--- src/rtl/smec_pkg.sv ---
// ----------------------------------------------------------------------------
// smec_pkg: shared definitions for the stack machine execute core
// Widths, opcode and fault codes, and the decoded instruction record that
// passes from the front end through the instruction queue to the back end.
// ----------------------------------------------------------------------------
package smec_pkg;

    localparam int DATA_W    = 64;
    localparam int FUNC_W    = 5;
    localparam int FAULT_W   = 3;
    localparam int ADDR_W    = 16;
    localparam int DS_DEPTH  = 64;
    localparam int DS_AW     = $clog2(DS_DEPTH);
    localparam int DEPTH_W   = DS_AW + 1;
    localparam int RS_DEPTH  = 32;
    localparam int RS_AW     = $clog2(RS_DEPTH);
    localparam int RDEPTH_W  = RS_AW + 1;

    localparam logic [FUNC_W-1:0] OP_NOP    = 5'd0;
    localparam logic [FUNC_W-1:0] OP_HALT   = 5'd1;
    localparam logic [FUNC_W-1:0] OP_PUSH   = 5'd2;
    localparam logic [FUNC_W-1:0] OP_POP    = 5'd3;
    localparam logic [FUNC_W-1:0] OP_ADD    = 5'd4;
    localparam logic [FUNC_W-1:0] OP_SUB    = 5'd5;
    localparam logic [FUNC_W-1:0] OP_MUL    = 5'd6;
    localparam logic [FUNC_W-1:0] OP_DIV    = 5'd7;
    localparam logic [FUNC_W-1:0] OP_MOD    = 5'd8;
    localparam logic [FUNC_W-1:0] OP_SWAP   = 5'd9;
    localparam logic [FUNC_W-1:0] OP_DUP    = 5'd10;
    localparam logic [FUNC_W-1:0] OP_INSWAP = 5'd11;
    localparam logic [FUNC_W-1:0] OP_INDUP  = 5'd12;
    localparam logic [FUNC_W-1:0] OP_JMP    = 5'd13;
    localparam logic [FUNC_W-1:0] OP_JZ     = 5'd14;
    localparam logic [FUNC_W-1:0] OP_JLE    = 5'd15;
    localparam logic [FUNC_W-1:0] OP_JGE    = 5'd16;
    localparam logic [FUNC_W-1:0] OP_JL     = 5'd17;
    localparam logic [FUNC_W-1:0] OP_JG     = 5'd18;
    localparam logic [FUNC_W-1:0] OP_CALL   = 5'd19;
    localparam logic [FUNC_W-1:0] OP_RET    = 5'd20;
    localparam logic [FUNC_W-1:0] OP_CMPLE  = 5'd21;
    localparam logic [FUNC_W-1:0] OP_CMPL   = 5'd22;
    localparam logic [FUNC_W-1:0] OP_CMPGE  = 5'd23;
    localparam logic [FUNC_W-1:0] OP_CMPG   = 5'd24;
    localparam logic [FUNC_W-1:0] OP_SSP    = 5'd25;

    localparam logic [FAULT_W-1:0] FLT_NONE   = 3'd0;
    localparam logic [FAULT_W-1:0] FLT_UNDER  = 3'd1;
    localparam logic [FAULT_W-1:0] FLT_OVER   = 3'd2;
    localparam logic [FAULT_W-1:0] FLT_DIVZ   = 3'd3;
    localparam logic [FAULT_W-1:0] FLT_BADPOS = 3'd4;
    localparam logic [FAULT_W-1:0] FLT_RSOVER = 3'd5;
    localparam logic [FAULT_W-1:0] FLT_BADOP  = 3'd6;

    typedef struct packed {
        logic [FUNC_W-1:0] func;
        logic [DATA_W-1:0] operand;
        logic              is_bin;
        logic              is_div;
        logic              is_idx;
        logic              is_jcc;
    } t_instr;

endpackage

--- src/rtl/smec_front.sv ---
// ----------------------------------------------------------------------------
// smec_front: instruction intake and decode
// Classifies each incoming instruction and holds it in a two-entry queue
// until the back end takes it.
// ----------------------------------------------------------------------------
module smec_front (
    input  logic                          i_clk,
    input  logic                          i_rst_n,
    input  logic                          i_push,
    input  logic [smec_pkg::FUNC_W-1:0]   i_func,
    input  logic [smec_pkg::DATA_W-1:0]   i_operand,
    output logic                          o_full,
    input  logic                          i_deq,
    output smec_pkg::t_instr              o_head,
    output logic                          o_head_valid
);
    import smec_pkg::*;

    t_instr      dec;
    t_instr      r_q [2];
    logic        r_wp;
    logic        r_rp;
    logic [1:0]  r_cnt;
    logic        enq;
    logic        deq;

    always_comb begin
        dec         = '0;
        dec.func    = i_func;
        dec.operand = i_operand;
        dec.is_bin  = (i_func >= OP_ADD && i_func <= OP_MOD) ||
                      (i_func >= OP_CMPLE && i_func <= OP_CMPG);
        dec.is_div  = (i_func == OP_DIV) || (i_func == OP_MOD);
        dec.is_idx  = (i_func == OP_INSWAP) || (i_func == OP_INDUP);
        dec.is_jcc  = (i_func >= OP_JZ) && (i_func <= OP_JG);
    end

    assign o_full       = (r_cnt == 2'd2);
    assign o_head_valid = (r_cnt != 2'd0);
    assign o_head       = r_q[r_rp];
    assign enq          = i_push && !o_full;
    assign deq          = i_deq && o_head_valid;

    always_ff @(posedge i_clk) begin
        if (enq) begin
            r_q[r_wp] <= dec;
        end
    end

    always_ff @(posedge i_clk) begin
        if (!i_rst_n) begin
            r_wp  <= 1'b0;
            r_rp  <= 1'b0;
            r_cnt <= 2'd0;
        end else begin
            if (enq) begin
                r_wp <= ~r_wp;
            end
            if (deq) begin
                r_rp <= ~r_rp;
            end
            r_cnt <= r_cnt + {1'b0, enq} - {1'b0, deq};
        end
    end

endmodule

--- config.mk ---
export PLATFORM = sky130hd
export DESIGN_NAME = smec_front
export DESIGN_NICKNAME = d
export VERILOG_FILES = /design/src/rtl/smec_pkg.sv /design/src/rtl/smec_front.sv
export SDC_FILE = /design/constraint.sdc
export NUM_CORES = 1
export LEC_CHECK = 0
export ABC_AREA = 1
export ABC_CLOCK_PERIOD_IN_PS = 8300
export BUFFER_PORTS_ARGS = -buffer_cell sky130_fd_sc_hd__clkbuf_2
export CAP_MARGIN = 0
export CORE_MARGIN = 2
export CORE_UTILIZATION = 55
export DETAILED_ROUTE_END_ITERATION = 8
export PLACE_DENSITY_LB_ADDON = 0.1
export SLEW_MARGIN = 10
export SYNTH_ARGS = -nofsm -noshare
export SYNTH_HDL_FRONTEND = slang
export SYNTH_SLANG_ARGS = --single-unit
--- constraint.sdc ---
create_clock -name i_clk -period 8.3 [get_ports i_clk]
set_input_delay 1.245 -clock i_clk [delete_from_list [all_inputs] [get_ports i_clk]]
set_output_delay 1.245 -clock i_clk [all_outputs]
set_load 0.05 [all_outputs]
==> summary.txt, run 1 <==
Status
  • Status: finished clean

STA
  • Unrepaired setup endpoints after global routing: no
  • Final setup fails: 0
  • Rel. slew slack: roughly a third
  • Worst slew pin tran: 996 ps
  • Fin crit period: 3900 ps
  • Max Fclk: between 0.2 and 0.3 GHz
  • Setup_tns: 0 ps
  • Post-route clock period utilization: 46.9%
  • Final Skew: 6.68 ps
  • Max Transition Viols Final: 0
  • Hold Vio Cnt, Final: 0

Die
  • Initial Util: 55.9%
  • Core footprint: approximately 11000 sq um
  • Die Span X: ~110 um
  • Die ar.: around 12000 sq um
  • Chip Height: around 110 um
  • Row cnt: 38
  • # IOs: roughly 150

Pwr
  • Proportion of power drawn by flip-flops and latches: 38.5%
  • Cell-internal power: ~1.7 mW
  • Sw Ratio: a little over a third
  • Clk pwr share: between 20% and 30%
  • Pleak: roughly 3 nW
  • Power Density: about 360 nW/um^2
  • Comb pwr share: around a third
  • P_sw: about 0.93 mW
  • Power Total: between 2 and 3 mW
  • Maximum vdd drop: 0.221 mV

Finish
  • Reg area: 4490 sq um
  • Layout cells sized above 1: a little over half
  • Post-Layout Cell Count: about 600
  • Area Growth Syn to Fin: 23.0%
  • Antenna diodes: 0
  • Fin nets: about 530
  • Fill cell count: around 750
  • Multi-input logic area: between 1000 and 1500 sq um

Critical path
  • CP Launch Type: register
  • Worst path arrival time: approximately 2700 ps
  • CP max-delay cell: buf_4
  • Setup crit end kind: primary output
  • Crit path max fanout: between 40 and 50
  • CP Cell Sequence: buf_4, mux2_2, clkbuf_2
  • Slowest stage delay, CP: 740 ps
  • CP Class: reg2out
  • Critical path required time: between 7000 and 8000 ps

Synthesis
  • Distinct cells, synth: 14
  • Yosys reg bits: 151
  • Mapped Avg Cell Area: 20.6 sq um
  • Top-area cell type share of the netlist area: between 70% and 80%
  • Synth area leaders: edfxtp_1 73%, mux2_4 18%, buf_12 2.3%
  • Post-Syn Area: 5980 sq um
  • Yosys top cell by area: edfxtp_1
  • Syn_nets: approximately 370
  • Post-Synthesis Cells: 290
  • Seq/Total Area, Yosys: between 70% and 80%
  • Synth Warn #: 0

Clock tree
  • Clk sinks: ~150
  • Clock slew at reported path FFs: around 60 ps
  • Post-cts repair resize count: 0
  • H-Tree Depth: 4
  • Number of buffers created by CTS: 17
  • Hold Buf Count CTS: 0
  • CTS tree: built
  • Worst skew pair latency: 510 ps
  • Root buffer cell: clkbuf_8
  • Post-CTS Setup Repair Bufs: 0
  • Clk buf depth: 2

Routing
  • Post-DRT Antenna Nets: 0
  • Initial DRC Count: between 200 and 250
  • Vias per inst: approximately 5.1
  • Routed wire length per instance: 16.7 um
  • Routed wire length: 10000 um
  • Detailed-route via count: ~3.1k
  • Residual DRC: 0
  • Drt pass-1 iters: 4

Place
  • PortBufs: about 150
  • Gpl congestion: roughly 0.74
  • Placed Cells: 572
  • Post-detail-place hpwl: between 6000 and 7000 um

Hold path
  • Hold Crit Class: reg2reg

Global route
  • GRT Total Usage: between 10% and 20%
  • Global-route wire length before repair: ~15000 um
  • Initial antenna violation count: 1
  • Gr ovfl total: 0
  • Largest net degree at the start of global routing: 74
  • Vias in the first global route: around 3.1k

Flow run
  • Max-cap violations: 0
## synthesized netlist by cell type
master	n
mux2_2	3
buf_12	7
ha_1	2
dfxtp_1	5
nand2_1	17
edfxtp_1	146
inv_1	15
o21ai_0	1
mux2_4	70
nand4_1	2
nor2_1	10
a21oi_1	4
nand3_1	7
buf_6	1
## worst max-delay path: cells and delay by family, from the launching register on
kind	cells	cell delay [ps]
buffers and inverters	2	980
DFF	1	720
muxes	1	420
## layout make-up
cell class | count | area share, %
inverters | 15 | 0.783
multi-input cells | 116 | 17.6
clock buffers | 19 | 5.74
well taps | 140 | 2.38
clock inverters | 11 | 2.15
repair buffers | 150 | 10.3
flip-flops and latches | 151 | 61.1
## state kept, by name, indices dropped and copies added (netlist names), named ones only
signal and cells:
r_cnt 2, r_q 146, r_rp 1, r_wp 1
## layout by cell type (no fill, tap or decap)
cell	n
clkbuf_2	147
edfxtp_1	146
mux2_4	70
nand2_1	17
clkbuf_16	16
inv_1	14
nor2_1	9
nand3_1	7
a21oi_1	4
bufinv_16	4
dfxtp_1	4
clkinv_2	3
mux2_2	3
clkinv_1	3
buf_4	3
nand4_1	2
ha_1	2
clkbuf_1	2
o21ai_0	1
nor2_4	1
dfxtp_4	1
clkbuf_8	1
clkinv_4	1
clkinvlp_4	1
## per-layer routing
| layer | vias to the layer above | wire length (um) | GRT usage, % |
|---|---|---|---|
| met5 | - | 10 | 0 |
| met3 | 15 | 851 | 7.72 |
| met4 | 2 | 129 | 7.14 |
| met1 | 1502 | 3890 | 20.5 |
| met2 | 113 | 5170 | 30.0 |
| li1 | 1430 | - | - |
## logic make-up after synthesis
logic type                 count (synthesis)  share of synthesized area [%]
buffers and inverters                     23                           3.48
AOI/OAI and AO/OA                          5                          0.419
adders and majority gates                  2                          0.419
and+or+nand+nor                           36                           2.49
DFF                                      151                           75.0
muxes                                     73                           18.2
## final timing paths
path         startpoint         end  slack [ps]  cells past startpoint
max reg2reg    r_cnt[0]  r_q[0][56]        5930                      5
min                r_rp    register         540                      2
min reg2reg        r_rp    register         540                      2
max            register  o_head[33]        4400                      3
## power by group through the flow
stage	logic, mW	clock network, mW	registers, mW
2_1_floorplan	0.787	0	1.01
4_1_cts	0.895	0.767	1.03
5_1_grt	0.930	0.800	1.04
3_3_place_gp	0.885	0	1.04
3_5_place_dp	0.890	0	1.04
6_report	0.884	0.751	1.02
## through the flow
stage          hold slack [ps]  util (%)  cell area [sq um]  setup WS (ps)
6_report                   542      68.7               7350           4400
5_1_grt                    592      68.7               7350           4250
3_3_place_gp               493      63.3               6770           4880
3_5_place_dp               487      63.3               6770           4880
2_1_floorplan              467         -               5980           3430
4_1_cts                    538      68.7               7350           4330
Note: power is estimated with default switching activity, not from simulation.
==> run 2: changes to the inputs <==
--- a/config.mk
+++ b/config.mk
@@ -6,11 +6,11 @@
 export NUM_CORES = 1
 export LEC_CHECK = 0
 export ABC_AREA = 1
-export ABC_CLOCK_PERIOD_IN_PS = 8300
+export ABC_CLOCK_PERIOD_IN_PS = 3300
 export BUFFER_PORTS_ARGS = -buffer_cell sky130_fd_sc_hd__clkbuf_2
 export CAP_MARGIN = 0
 export CORE_MARGIN = 2
-export CORE_UTILIZATION = 55
+export CORE_UTILIZATION = 48
 export DETAILED_ROUTE_END_ITERATION = 8
 export PLACE_DENSITY_LB_ADDON = 0.1
 export SLEW_MARGIN = 10
==> constraint.sdc (replaced) <==
create_clock -name i_clk -period 3.3 [get_ports i_clk]
set_input_delay 0.495 -clock i_clk [delete_from_list [all_inputs] [get_ports i_clk]]
set_output_delay 0.495 -clock i_clk [all_outputs]
set_load 0.05 [all_outputs]
==> run 2 against run 1 <==
Effect of this change: combinational power grew to 2.6 times the previous value; die area up 14%; sequential cell count unchanged.
==> summary.txt, run 2 (synthesized netlist as in run 1, its figures left out) <==
STA
  • Final setup fails: 0 (unchanged)
  • Post-route clock period utilization: between 70 and 80%
  • Final Skew: 2.55 ps (was 6.68 ps)
  • Max Fclk: between 0.3 and 0.4 GHz
  • Setup_tns: 0 ps (unchanged)
  • Fin crit period: approximately 2600 ps
  • Worst slew pin tran: 529 ps (was 996 ps)
  • Rel. slew slack: 64.7% (was 33.6%)
  • Hold Vio Cnt, Final: 0 (unchanged)
  • Max Transition Viols Final: 0 (unchanged)
  • Unrepaired setup endpoints after global routing: no (unchanged)

Critical path
  • Register-to-register path setup slack: 1560 ps (was 5930 ps)
  • CP Class: reg2out (unchanged)
  • CP max-delay cell: dfxtp_4 (was buf_4)
  • Worst path arrival time: 2060 ps (was 2650 ps)
  • Critical path required time: 2800 ps (was 7050 ps)
  • Reg-to-reg endpoint: r_q[1][56] (was r_q[0][56])
  • CP Launch Type: register (unchanged)
  • CP Cell Sequence: buf_4, mux2_4, clkbuf_2 (was buf_4, mux2_2, clkbuf_2)
  • Reg2Reg Depth: 5 (unchanged)
  • Crit path max fanout: 28 (was 43)
  • Slowest stage delay, CP: 680 ps (was 740 ps)
  • Worst reg2reg path startpoint: r_cnt[0] (unchanged)
  • Setup crit end kind: primary output (unchanged)

Routing
  • Detailed-route via count: 2987 (was 3062)
  • Drt pass-1 iters: 4 (unchanged)
  • Post-DRT Antenna Nets: 0 (unchanged)
  • Routed wire length: 10200 um (was 10000 um)
  • Initial DRC Count: 170 (was 203)
  • Residual DRC: 0 (unchanged)
  • Vias per inst: 4.73 (was 5.09)
  • Routed wire length per instance: 16.2 um (was 16.7 um)

Die
  • # IOs: 148 (unchanged)
  • Chip Height: 116 um (was 108 um)
  • Row cnt: 40 (was 38)
  • Initial Util: 49.5% (was 55.9%)
  • Die ar.: 13400 sq um (was 11700 sq um)
  • Die Span X: 116 um (was 108 um)
  • Core footprint: 12100 sq um (was 10700 sq um)

Finish
  • Max reg flops: 146 (unchanged)
  • Fill cell count: 921 (was 751)
  • Antenna diodes: 0 (unchanged)
  • Area Growth Syn to Fin: 23.1% (was 23.0%)
  • Layout cells sized above 1: 53.6% (was 54.3%)
  • Regs by FF count: r_q (146), r_cnt (2) (unchanged)
  • Fin nets: 527 (was 526)
  • Most common cell after layout, fill and taps aside: clkbuf_2 (unchanged)
  • Most frequent cells in the layout: 147 x clkbuf_2, 146 x edfxtp_1, 70 x mux2_4 (unchanged)
  • Largest Register: r_q (unchanged)

Pwr
  • Proportion of power drawn by flip-flops and latches: 39.6% (was 38.5%)
  • Cell-internal power: 4.17 mW (was 1.73 mW)
  • Comb pwr share: 34.8% (was 33.2%)
  • Maximum vdd drop: 0.439 mV (was 0.221 mV)
  • Power Total: 6.49 mW (was 2.66 mW)
  • Pleak: 2.99 nW (was 3.01 nW)
  • Power Density: 883 nW/um^2 (was 362 nW/um^2)
  • P_sw: 2.32 mW (was 0.933 mW)
  • Clk pwr share: 25.7% (was 28.2%)
  • Sw Ratio: 35.8% (was 35.1%)

Place
  • PortBufs: 147 (unchanged)
  • Gpl congestion: 0.753 (was 0.743)
  • Post-detail-place hpwl: 6740 um (was 6380 um)

Clock tree
  • Number of buffers created by CTS: 17 (unchanged)
  • Root buffer cell: clkbuf_16 (was clkbuf_8)
  • Clk sinks: 151 (unchanged)
  • Clk buf depth: 2 (unchanged)
  • CTS tree: built (unchanged)
  • Clock slew at reported path FFs: 50 ps (was 60 ps)
  • H-Tree Depth: 4 (unchanged)
  • Post-cts repair resize count: 0 (unchanged)
  • Post-CTS Setup Repair Bufs: 0 (unchanged)
  • Worst skew pair latency: 410 ps (was 510 ps)
  • Hold Buf Count CTS: 0 (unchanged)

Global route
  • Vias in the first global route: 3168 (was 3127)
  • Gr ovfl total: 0 (unchanged)
  • Initial antenna violation count: 0 (was 1)
  • Global-route wire length before repair: 15500 um (was 15200 um)
  • Largest net degree at the start of global routing: 67 (was 74)
  • GRT Total Usage: 15.9% (was 18.0%)

Hold path
  • HP Start: i_operand[34] (was r_rp)
  • Hold Crit Class: in2reg (was reg2reg)
  • WHS Path Cells: 1 (was 2)
  • Hold endpoint: r_q[0][38]

Status
  • Status: finished clean (unchanged)

Flow run
  • Max-cap violations: 0 (unchanged)
-- run 2: worst max-delay path by stage --
stage,from,endpoint,slack [ps],cells after the start
2_1_floorplan,i_push,r_q[0][0],410,2
3_3_place_gp,register,o_head[1],1150,3
3_5_place_dp,register,o_head[1],1130,3
4_1_cts,register,o_head[1],670,3
5_1_grt,register,o_head[1],650,3
6_report,register,o_head[1],750,3
-- run 2: critical path, delay by kind of cell (launching register included) --
kind	cells	cell delay, ps
buf+inv	2	630
flops	1	680
mux	1	330
-- run 2: routing by layer --
| metal | global-route usage (%) | share of wire [%] | vias up | wire [um] |
|---|---|---|---|---|
| met2 | 26.2 | 51 | 97 | 5170 |
| met4 | 7.55 | 2.0 | 0 | 200 |
| li1 | - | - | 1427 | - |
| met5 | 0 | 0 | - | 0 |
| met3 | 6.22 | 6.6 | 19 | 669 |
| met1 | 18.5 | 41 | 1444 | 4160 |
-- run 2: power by group through the flow --
stage	Clock [mW]	Sequential, mW	Combinational [mW]
floorplan	0	2.54	1.98
global placement	0	2.60	2.27
detailed placement	0	2.61	2.28
CTS	1.71	2.57	2.29
global route	1.78	2.60	2.38
finish	1.67	2.57	2.26
-- run 2: layout make-up --
class	count	area (sq um)	share of cell area, %
Clock inverter	7	56.3	0.766
Timing Repair Buffer	151	803	10.9
Inverter	15	57.6	0.783
Sequential cell	151	4490	61.0
Multi-Input combinational cell	116	1290	17.6
Clock buffer	23	448	6.09
Tap cell	168	210	2.86
-- run 2: metrics by stage --
step	area (sq um)	setup WS (ps)	std cells	hold slack, ps	utilization (%)
floorplan	5980	409	290	467	-
global placement	6850	1150	601	493	56.8
detailed placement	6850	1130	601	502	56.8
CTS	7350	673	631	252	61.0
global route	7350	650	631	253	61.0
finish	7350	746	631	273	61.0
